$ cat config.mk
export PLATFORM = sky130hd
export DESIGN_NAME = ir_pulse_distance_frame_transmitter
export DESIGN_NICKNAME = d
export VERILOG_FILES = /design/src/hdl/irpdt_pkg.sv /design/src/hdl/irpdt_csr.sv /design/src/hdl/irpdt_load.sv /design/src/hdl/irpdt_seq.sv /design/src/hdl/ir_pulse_distance_frame_transmitter.sv
export SDC_FILE = /design/constraint.sdc
export NUM_CORES = 1
export LEC_CHECK = 0
export ABC_AREA = 0
export BUFFER_PORTS_ARGS = -buffer_cell sky130_fd_sc_hd__clkbuf_2
export CORE_ASPECT_RATIO = 1.75
export CORE_MARGIN = 2
export CORE_UTILIZATION = 40
export CTS_CLUSTER_SIZE = 28
export DETAILED_ROUTE_END_ITERATION = 12
export GPL_TIMING_DRIVEN = 0
export PLACE_DENSITY_LB_ADDON = 0.1
export SKIP_LAST_GASP = 1
export SLEW_MARGIN = 10
export SYNTH_ARGS = -nofsm -noshare
export SYNTH_HDL_FRONTEND = slang
export SYNTH_SLANG_ARGS = --single-unit
$ cat constraint.sdc
create_clock -name clock -period 3.5 [get_ports clock]
set_input_delay 0.7 -clock clock [delete_from_list [all_inputs] [get_ports clock]]
set_output_delay 0.7 -clock clock [all_outputs]
set_load 0.1 [all_outputs]
$ cat src/hdl/irpdt_pkg.sv
package irpdt_pkg;

   localparam int CmdLengthWidth = 5;
   localparam int CmdBitsWidth   = 16;
   localparam int CsrDataWidth   = 16;
   localparam int CsrIndexWidth  = 3;

   localparam logic CMD_TICK  = 1'b0;
   localparam logic CMD_START = 1'b1;

   localparam logic [CsrIndexWidth-1:0] REG_ADDRESS_PATTERN    = 3'd0;
   localparam logic [CsrIndexWidth-1:0] REG_HEADER_MARK_TICKS  = 3'd1;
   localparam logic [CsrIndexWidth-1:0] REG_HEADER_SPACE_TICKS = 3'd2;
   localparam logic [CsrIndexWidth-1:0] REG_BIT_MARK_TICKS     = 3'd3;
   localparam logic [CsrIndexWidth-1:0] REG_ONE_SPACE_TICKS    = 3'd4;
   localparam logic [CsrIndexWidth-1:0] REG_ZERO_SPACE_TICKS   = 3'd5;
   localparam logic [CsrIndexWidth-1:0] REG_STOP_MARK_TICKS    = 3'd6;

   localparam logic [CsrDataWidth-1:0] RST_ADDRESS_PATTERN    = 16'd57120;
   localparam logic [CsrDataWidth-1:0] RST_HEADER_MARK_TICKS  = 16'd9000;
   localparam logic [CsrDataWidth-1:0] RST_HEADER_SPACE_TICKS = 16'd4400;
   localparam logic [CsrDataWidth-1:0] RST_BIT_MARK_TICKS     = 16'd600;
   localparam logic [CsrDataWidth-1:0] RST_ONE_SPACE_TICKS    = 16'd500;
   localparam logic [CsrDataWidth-1:0] RST_ZERO_SPACE_TICKS   = 16'd1600;
   localparam logic [CsrDataWidth-1:0] RST_STOP_MARK_TICKS    = 16'd600;

   typedef struct packed {
      logic                      cmd;
      logic [CmdBitsWidth-1:0]   command_bits;
      logic [CmdLengthWidth-1:0] command_length;
   } req_type;

   typedef struct packed {
      logic carrier_on;
      logic busy_res;
      logic frame_done;
   } rsp_type;

   typedef struct packed {
      logic [CsrDataWidth-1:0] address_pattern;
      logic [CsrDataWidth-1:0] header_mark_ticks;
      logic [CsrDataWidth-1:0] header_space_ticks;
      logic [CsrDataWidth-1:0] bit_mark_ticks;
      logic [CsrDataWidth-1:0] one_space_ticks;
      logic [CsrDataWidth-1:0] zero_space_ticks;
      logic [CsrDataWidth-1:0] stop_mark_ticks;
   } cfg_type;

   typedef enum logic [5:0] {
      PH_IDLE      = 6'b000001,
      PH_HDR_MARK  = 6'b000010,
      PH_HDR_SPACE = 6'b000100,
      PH_BIT_MARK  = 6'b001000,
      PH_BIT_SPACE = 6'b010000,
      PH_STOP_MARK = 6'b100000
   } phase_type;

   function automatic logic is_mark(phase_type ph);
      return (ph == PH_HDR_MARK) || (ph == PH_BIT_MARK) || (ph == PH_STOP_MARK);
   endfunction

endpackage

$ cat src/hdl/irpdt_csr.sv
module irpdt_csr
   import irpdt_pkg::*;
(
   input  logic                     clock,
   input  logic                     reset,
   input  logic                     csr_we,
   input  logic [CsrIndexWidth-1:0] csr_index,
   input  logic [CsrDataWidth-1:0]  csr_wdata,
   output cfg_type                  cfg
);

   cfg_type cfg_ff;
   cfg_type cfg_in;

   always_comb begin
      cfg_in = cfg_ff;
      if (csr_we) begin
         case (csr_index)
            REG_ADDRESS_PATTERN:    cfg_in.address_pattern    = csr_wdata;
            REG_HEADER_MARK_TICKS:  cfg_in.header_mark_ticks  = csr_wdata;
            REG_HEADER_SPACE_TICKS: cfg_in.header_space_ticks = csr_wdata;
            REG_BIT_MARK_TICKS:     cfg_in.bit_mark_ticks     = csr_wdata;
            REG_ONE_SPACE_TICKS:    cfg_in.one_space_ticks    = csr_wdata;
            REG_ZERO_SPACE_TICKS:   cfg_in.zero_space_ticks   = csr_wdata;
            REG_STOP_MARK_TICKS:    cfg_in.stop_mark_ticks    = csr_wdata;
            default:                cfg_in = cfg_ff;
         endcase
      end
   end

   always_ff @(posedge clock) begin
      if (reset) begin
         cfg_ff.address_pattern    <= RST_ADDRESS_PATTERN;
         cfg_ff.header_mark_ticks  <= RST_HEADER_MARK_TICKS;
         cfg_ff.header_space_ticks <= RST_HEADER_SPACE_TICKS;
         cfg_ff.bit_mark_ticks     <= RST_BIT_MARK_TICKS;
         cfg_ff.one_space_ticks    <= RST_ONE_SPACE_TICKS;
         cfg_ff.zero_space_ticks   <= RST_ZERO_SPACE_TICKS;
         cfg_ff.stop_mark_ticks    <= RST_STOP_MARK_TICKS;
      end else begin
         cfg_ff <= cfg_in;
      end
   end

   assign cfg = cfg_ff;

endmodule

$ cat src/hdl/irpdt_load.sv
module irpdt_load
   import irpdt_pkg::*;
#(
   parameter int ADDRESS_WIDTH = 16,
   parameter int COMMAND_WIDTH = 16,
   localparam int SrWidth   = ADDRESS_WIDTH + COMMAND_WIDTH,
   localparam int LeftWidth = $clog2(SrWidth + 1),
   localparam int ClenWidth = $clog2(COMMAND_WIDTH + 1)
)
(
   input  logic [CsrDataWidth-1:0]   address_pattern,
   input  logic [CmdBitsWidth-1:0]   command_bits,
   input  logic [CmdLengthWidth-1:0] command_length,
   output logic [SrWidth-1:0]        shift_bits,
   output logic [LeftWidth-1:0]      bit_count
);

   logic [ClenWidth-1:0]                  clen;
   logic [ClenWidth-1:0]                  pad;
   logic [ADDRESS_WIDTH+CsrDataWidth-1:0] addr_wide;
   logic [COMMAND_WIDTH+CmdBitsWidth-1:0] cmd_wide;
   logic [COMMAND_WIDTH-1:0]              cmd_ext;
   logic [COMMAND_WIDTH-1:0]              cmd_mask;
   logic [COMMAND_WIDTH-1:0]              cmd_field;

   always_comb begin
      if (int'(command_length) > COMMAND_WIDTH) begin
         clen = ClenWidth'(COMMAND_WIDTH);
      end else begin
         clen = ClenWidth'(command_length);
      end
      pad       = ClenWidth'(COMMAND_WIDTH) - clen;
      addr_wide = {{ADDRESS_WIDTH{1'b0}}, address_pattern};
      cmd_wide  = {{COMMAND_WIDTH{1'b0}}, command_bits};
      cmd_ext   = cmd_wide[COMMAND_WIDTH-1:0];
      cmd_mask  = ~({COMMAND_WIDTH{1'b1}} << clen);
      cmd_field = (cmd_ext & cmd_mask) << pad;
      shift_bits = {addr_wide[ADDRESS_WIDTH-1:0], cmd_field};
      bit_count  = LeftWidth'(ADDRESS_WIDTH) + LeftWidth'(clen);
   end

endmodule

$ cat src/hdl/irpdt_seq.sv
module irpdt_seq
   import irpdt_pkg::*;
#(
   parameter int ADDRESS_WIDTH = 16,
   parameter int COMMAND_WIDTH = 16,
   localparam int SrWidth   = ADDRESS_WIDTH + COMMAND_WIDTH,
   localparam int LeftWidth = $clog2(SrWidth + 1)
)
(
   input  logic    clock,
   input  logic    reset,
   input  logic    fire,
   input  req_type item,
   input  cfg_type cfg,
   output rsp_type rsp
);

   phase_type               phase_ff, phase_in;
   logic [CsrDataWidth-1:0] cnt_ff, cnt_in;
   logic [LeftWidth-1:0]    left_ff, left_in;
   logic [SrWidth-1:0]      sr_ff, sr_in;
   logic                    cur_bit_ff, cur_bit_in;

   logic [SrWidth-1:0]      load_bits;
   logic [LeftWidth-1:0]    load_count;

   irpdt_load #(
      .ADDRESS_WIDTH (ADDRESS_WIDTH),
      .COMMAND_WIDTH (COMMAND_WIDTH)
   ) u_load (
      .address_pattern (cfg.address_pattern),
      .command_bits    (item.command_bits),
      .command_length  (item.command_length),
      .shift_bits      (load_bits),
      .bit_count       (load_count)
   );

   always_comb begin
      phase_in   = phase_ff;
      cnt_in     = cnt_ff;
      left_in    = left_ff;
      sr_in      = sr_ff;
      cur_bit_in = cur_bit_ff;
      rsp        = '0;
      if (fire) begin
         if (item.cmd == CMD_START) begin
            if (phase_ff == PH_IDLE) begin
               sr_in      = load_bits;
               left_in    = load_count;
               cur_bit_in = 1'b0;
               phase_in   = PH_HDR_MARK;
               cnt_in     = cfg.header_mark_ticks;
            end
            rsp.carrier_on = is_mark(phase_in);
         end else if (phase_ff != PH_IDLE) begin
            rsp.carrier_on = is_mark(phase_ff);
            if (cnt_ff > CsrDataWidth'(1)) begin
               cnt_in = cnt_ff - CsrDataWidth'(1);
            end else begin
               case (phase_ff)
                  PH_HDR_MARK: begin
                     phase_in = PH_HDR_SPACE;
                     cnt_in   = cfg.header_space_ticks;
                  end
                  PH_HDR_SPACE, PH_BIT_SPACE: begin
                     if (left_ff != '0) begin
                        cur_bit_in = sr_ff[SrWidth-1];
                        sr_in      = sr_ff << 1;
                        left_in    = left_ff - LeftWidth'(1);
                        phase_in   = PH_BIT_MARK;
                        cnt_in     = cfg.bit_mark_ticks;
                     end else begin
                        phase_in = PH_STOP_MARK;
                        cnt_in   = cfg.stop_mark_ticks;
                     end
                  end
                  PH_BIT_MARK: begin
                     phase_in = PH_BIT_SPACE;
                     cnt_in   = cur_bit_ff ? cfg.one_space_ticks : cfg.zero_space_ticks;
                  end
                  default: begin
                     phase_in       = PH_IDLE;
                     cnt_in         = '0;
                     left_in        = '0;
                     cur_bit_in     = 1'b0;
                     rsp.frame_done = 1'b1;
                  end
               endcase
            end
         end
         rsp.busy_res = (phase_in != PH_IDLE);
      end
   end

   always_ff @(posedge clock) begin
      if (reset) begin
         phase_ff   <= PH_IDLE;
         cnt_ff     <= '0;
         left_ff    <= '0;
         sr_ff      <= '0;
         cur_bit_ff <= 1'b0;
      end else begin
         phase_ff   <= phase_in;
         cnt_ff     <= cnt_in;
         left_ff    <= left_in;
         sr_ff      <= sr_in;
         cur_bit_ff <= cur_bit_in;
      end
   end

endmodule

$ cat src/hdl/ir_pulse_distance_frame_transmitter.sv
// Sends one pulse-distance infrared frame, paced by tick items that each stand for one
// microsecond, and answers every item with one result: the carrier level, the busy flag and
// the frame-done pulse. The block takes one item per clock cycle unless a waiting result
// holds it; each item passes an input register, the frame sequencer and a result register,
// from which its result is offered. A result that waits on the output holds the sequencer,
// and the input then stops taking items once the input register is full.
// Segment lengths are read from the timing registers when each segment begins.
module ir_pulse_distance_frame_transmitter
   import irpdt_pkg::*;
#(
   parameter int ADDRESS_WIDTH = 16,
   parameter int COMMAND_WIDTH = 16
)
(
   input  logic                     clock,
   input  logic                     reset,
   input  logic                     req_valid,
   output logic                     req_ready,
   input  req_type                  req_data,
   output logic                     rsp_valid,
   input  logic                     rsp_ready,
   output rsp_type                  rsp_data,
   input  logic                     csr_we,
   input  logic [CsrIndexWidth-1:0] csr_index,
   input  logic [CsrDataWidth-1:0]  csr_wdata
);

   req_type in_ff;
   logic    in_valid_ff, in_valid_in;
   rsp_type out_ff;
   logic    out_valid_ff, out_valid_in;
   logic    advance;
   rsp_type seq_rsp;
   cfg_type cfg;

   irpdt_csr u_csr (
      .clock     (clock),
      .reset     (reset),
      .csr_we    (csr_we),
      .csr_index (csr_index),
      .csr_wdata (csr_wdata),
      .cfg       (cfg)
   );

   irpdt_seq #(
      .ADDRESS_WIDTH (ADDRESS_WIDTH),
      .COMMAND_WIDTH (COMMAND_WIDTH)
   ) u_seq (
      .clock (clock),
      .reset (reset),
      .fire  (advance),
      .item  (in_ff),
      .cfg   (cfg),
      .rsp   (seq_rsp)
   );

   assign advance   = in_valid_ff && (!out_valid_ff || rsp_ready);
   assign req_ready = !in_valid_ff || advance;

   always_comb begin
      in_valid_in  = (req_valid && req_ready) || (in_valid_ff && !advance);
      out_valid_in = advance || (out_valid_ff && !rsp_ready);
   end

   always_ff @(posedge clock) begin
      if (reset) begin
         in_valid_ff  <= 1'b0;
         out_valid_ff <= 1'b0;
      end else begin
         in_valid_ff  <= in_valid_in;
         out_valid_ff <= out_valid_in;
      end
   end

   always_ff @(posedge clock) begin
      if (req_valid && req_ready) begin
         in_ff <= req_data;
      end
      if (advance) begin
         out_ff <= seq_rsp;
      end
   end

   assign rsp_valid = out_valid_ff;
   assign rsp_data  = out_ff;

endmodule

==> summary.txt <==
CTS
  – Hold_buf cts: 0
  – Worst-Skew Late Latency: 470 ps
  – CTS sink cnt: 200
  – Num CTS Buffers: 17
  – CTS tree: yes
  – Root buf cell: clkbuf_16
  – H-tree depth: 4
  – Max Buffers Root-to-Sink: 2
  – CTS clk-pin slew, worst paths: 70 ps

Floorplanning
  – Row Count: 75
  – IO Pins: 51
  – Die area: 25,900 um^2
  – Die X: 122 um
  – Initial Utilization: 40.8%
  – Core Footprint: 24,000 um^2
  – Die Ht: 211 um

Critical path
  – Critical Path RT: 3810 ps
  – CP endpoint kind: flop
  – Setup crit end: u_seq.sr_ff[8]
  – Register-to-register setup slack: 140 ps
  – WS Path Type: reg -> reg
  – Critical Path Fanout Max: 10
  – RR Startpoint: in_ff[4]
  – R2r worst-path depth: 11
  – Worst reg2reg path endpoint: u_seq.sr_ff[8]
  – CP arrival: 3670 ps
  – CP startpoint kind: flop
  – CP startpoint: in_ff[4]

Timing
  – Slew @ Worst Pin: 1210 ps
  – Max Slew Vio Count: 0
  – Final Hold Viols: 0
  – Final setup viols: 0
  – Fmax achieved: 0.297 GHz
  – Minimum clock period: 3360 ps
  – Final worst setup slack: 138 ps
  – Worst slew margin: 18.4%
  – RSZ-0062 raised after global routing: true
  – Worst clock skew: 14.1 ps
  – Final worst path period share: 96.1%

Finish
  – P&R area growth vs syn: 13.3%
  – ANT cells: 0
  – Finished layout cell area: 11,100 um^2
  – Fill count: 2,504
  – Commonest cells after routing, fill and taps aside: nand2_1 (275), dfxtp_1 (175), a21oi_1 (110)
  – Share of cells above drive strength 1: 11.9%
  – Most common cell after layout, fill and taps aside: nand2_1
  – Nets: 1,310

Drt
  – Pre-Repair DR Iteration Count: 7
  – 1st-iter DRT viols: 866
  – Vias after detailed routing: 9,163
  – Antenna-violating nets left: 0
  – Detailed-route wire length: 34.7 mm
  – Drt via density: 5.81
  – Routed len/inst: 22.0 um
  – Drc violations: 0

Yosys
  – Register area share after synthesis: 43.4%
  – Simple-gate area share of the yosys netlist: 25.0%
  – Post-synth ARST share: 0%
  – Syn Area/Cell: 8.28 um^2
  – Compound-cell area share of the yosys netlist: 18.5%
  – Post-Synth XOR/XNOR Area: 0.803%
  – Mapped Area: 9810 um^2
  – Seq cells post-synth: 200
  – Adder-Cell Fraction of Synth Area: 0.893%
  – Top FF cell, synth: dfxtp_1
  – Syn_nets: 1,238
  – Cells after Synth: 1,185
  – Cell variety after synth: 71
  – Largest family of logic cells by synthesized area: simple AND/OR/NAND/NOR gates
  – Number of synthesized flops with an enable pin: 25
  – Mux cell area share after synthesis: 7.32%
  – YS warnings: 0

Power
  – P_leak: 4.10 nW
  – Power Density: 483 nW/um^2
  – VDD IR max: 299 uV

Run status
  – Status: completed

Hold path
  – HP Start: req_data[5]
  – Min-delay worst type: in -> reg

Global route
  – Initial antenna violation count: 0
  – First-pass GRT wire length: 52.3 mm
  – Total global routing overflow: 0
  – GRT Util Overall: 27.6%
  – Number of global-route vias before repair: 9,055
  – Largest net degree at the start of global routing: 23

Place
  – Placed cell areas: 10,500 um^2
  – Port Buf Inserts: 49
  – Post-DP HPWL: 26.1 mm
  – Place WS: -509 ps
  – Placer Congestion: 0.942

Job
  – Max-capacitance violation count: 0
==> how the worst min path moves through the flow <==
| stage | end | cells after the start | slack, ps |
|---|---|---|---|
| 6_report | in_ff[5] | 1 | 410 |
| 4_1_cts | in_ff[15] | 1 | 400 |
| 3_5_place_dp | u_csr.cfg[48] | 2 | 440 |
| 5_1_grt | in_ff[5] | 1 | 400 |
| 3_3_place_gp | u_csr.cfg[13] | 2 | 440 |
| 2_1_floorplan | u_csr.cfg[82] | 2 | 430 |
==> cell families (layout without fill, tap and decap cells) <==
family	Yosys count	after routing
buf+inv	105	190
compound gates	276	276
fa+ha+maj	7	7
xor+xnor	9	9
flops	200	200
simple gates	524	524
mux	64	64
==> power breakdown <==
group / switching (mW) / total, mW / internal, mW
sequential: 0.0586 / 2.47 / 2.41
clock: 0.945 / 1.99 / 1.05
combinational: 0.607 / 0.916 / 0.309
total: 1.61 / 5.38 / 3.77
==> cells in the mapped netlist (all sizes together), types with 5 or more instances <==
library cell	instances	area share (%)
nand2	275	11
dfxtp	175	36
a21oi	110	5.6
clkbuf	78	3.0
nor2	71	2.7
nand3b	40	3.1
o21ai	40	2.0
nor3	39	2.0
mux2	32	3.7
mux2i	29	3.0
a211oi	25	1.9
edfxtp	25	7.7
nand3	21	1.2
inv	20	0.76
nand2b	16	1.0
a222oi	15	1.5
nor2b	14	0.89
a221oi	11	0.98
a32o	9	0.92
nor4	9	0.73
and2	7	0.45
and3	7	0.45
ha	7	0.89
o221ai	7	0.62
a31oi	6	0.38
o31ai	6	0.51
xnor2	6	0.54
buf	5	0.29
nor3b	5	0.38
o22ai	5	0.32
or2	5	0.32
==> worst max-delay path, stage by stage (launching register included) <==
cell      delay [ps]
edfxtp_1         390
buf_2            240
clkbuf_4         240
clkbuf_4         230
nand2b_1         140
inv_1             70
ha_1             280
o41ai_1          390
mux2i_1          280
mux4_2           550
a222oi_1         270
a211oi_1         120
==> through the flow <==
step	util, %	total power, mW	setup TNS (ps)	hold slack (ps)	std cells
floorplan	-	3.10	0	431	1185
global placement	43.5	3.40	-5850	439	1542
detailed placement	43.5	3.41	-5720	444	1543
CTS	46.0	5.40	-120	396	1575
global route	46.3	5.59	-112	400	1578
finish	46.3	5.38	0	409	1578
==> state kept, by name, summed over array words and instances, names as in the netlist <==
register          cells
u_seq.cur_bit_ff      1
u_seq.phase_ff        6
rsp_valid             1
u_seq.sr_ff          32
u_seq.left_ff         6
u_csr.cfg           112
u_seq.cnt_ff         16
in_valid_ff           1
rsp_data              3
in_ff                22
==> final cells by class <==
class,count,area (um^2),share of cell area [%]
Buffer,82,329,2.96
Clock buffer,20,467,4.20
Clock inverter,12,115,1.04
Inverter,22,90.1,0.810
Multi-Input combinational cell,880,5200,46.8
Sequential cell,200,4250,38.3
Tap cell,308,385,3.47
Timing Repair Buffer,54,280,2.52
==> repair_timing <==
action / in CTS / in global routing
setup buffers: 0 / 4
resized for setup: 6 / 14
endpoints found under the setup margin: 23 / 16
pin swaps: 0 / 1
cloned: 0 / 0
==> metal layers <==
layer	vias to the layer above	global-route usage (%)	share of wire [%]	routed length (um)
met5	-	0	0	0
met4	0	20.2	7.8	2700
met3	119	4.27	4.1	1440
met2	305	50.5	52	18200
met1	4355	27.4	36	12400
li1	4384	-	-	-
Power figures use the tool's default switching activity.
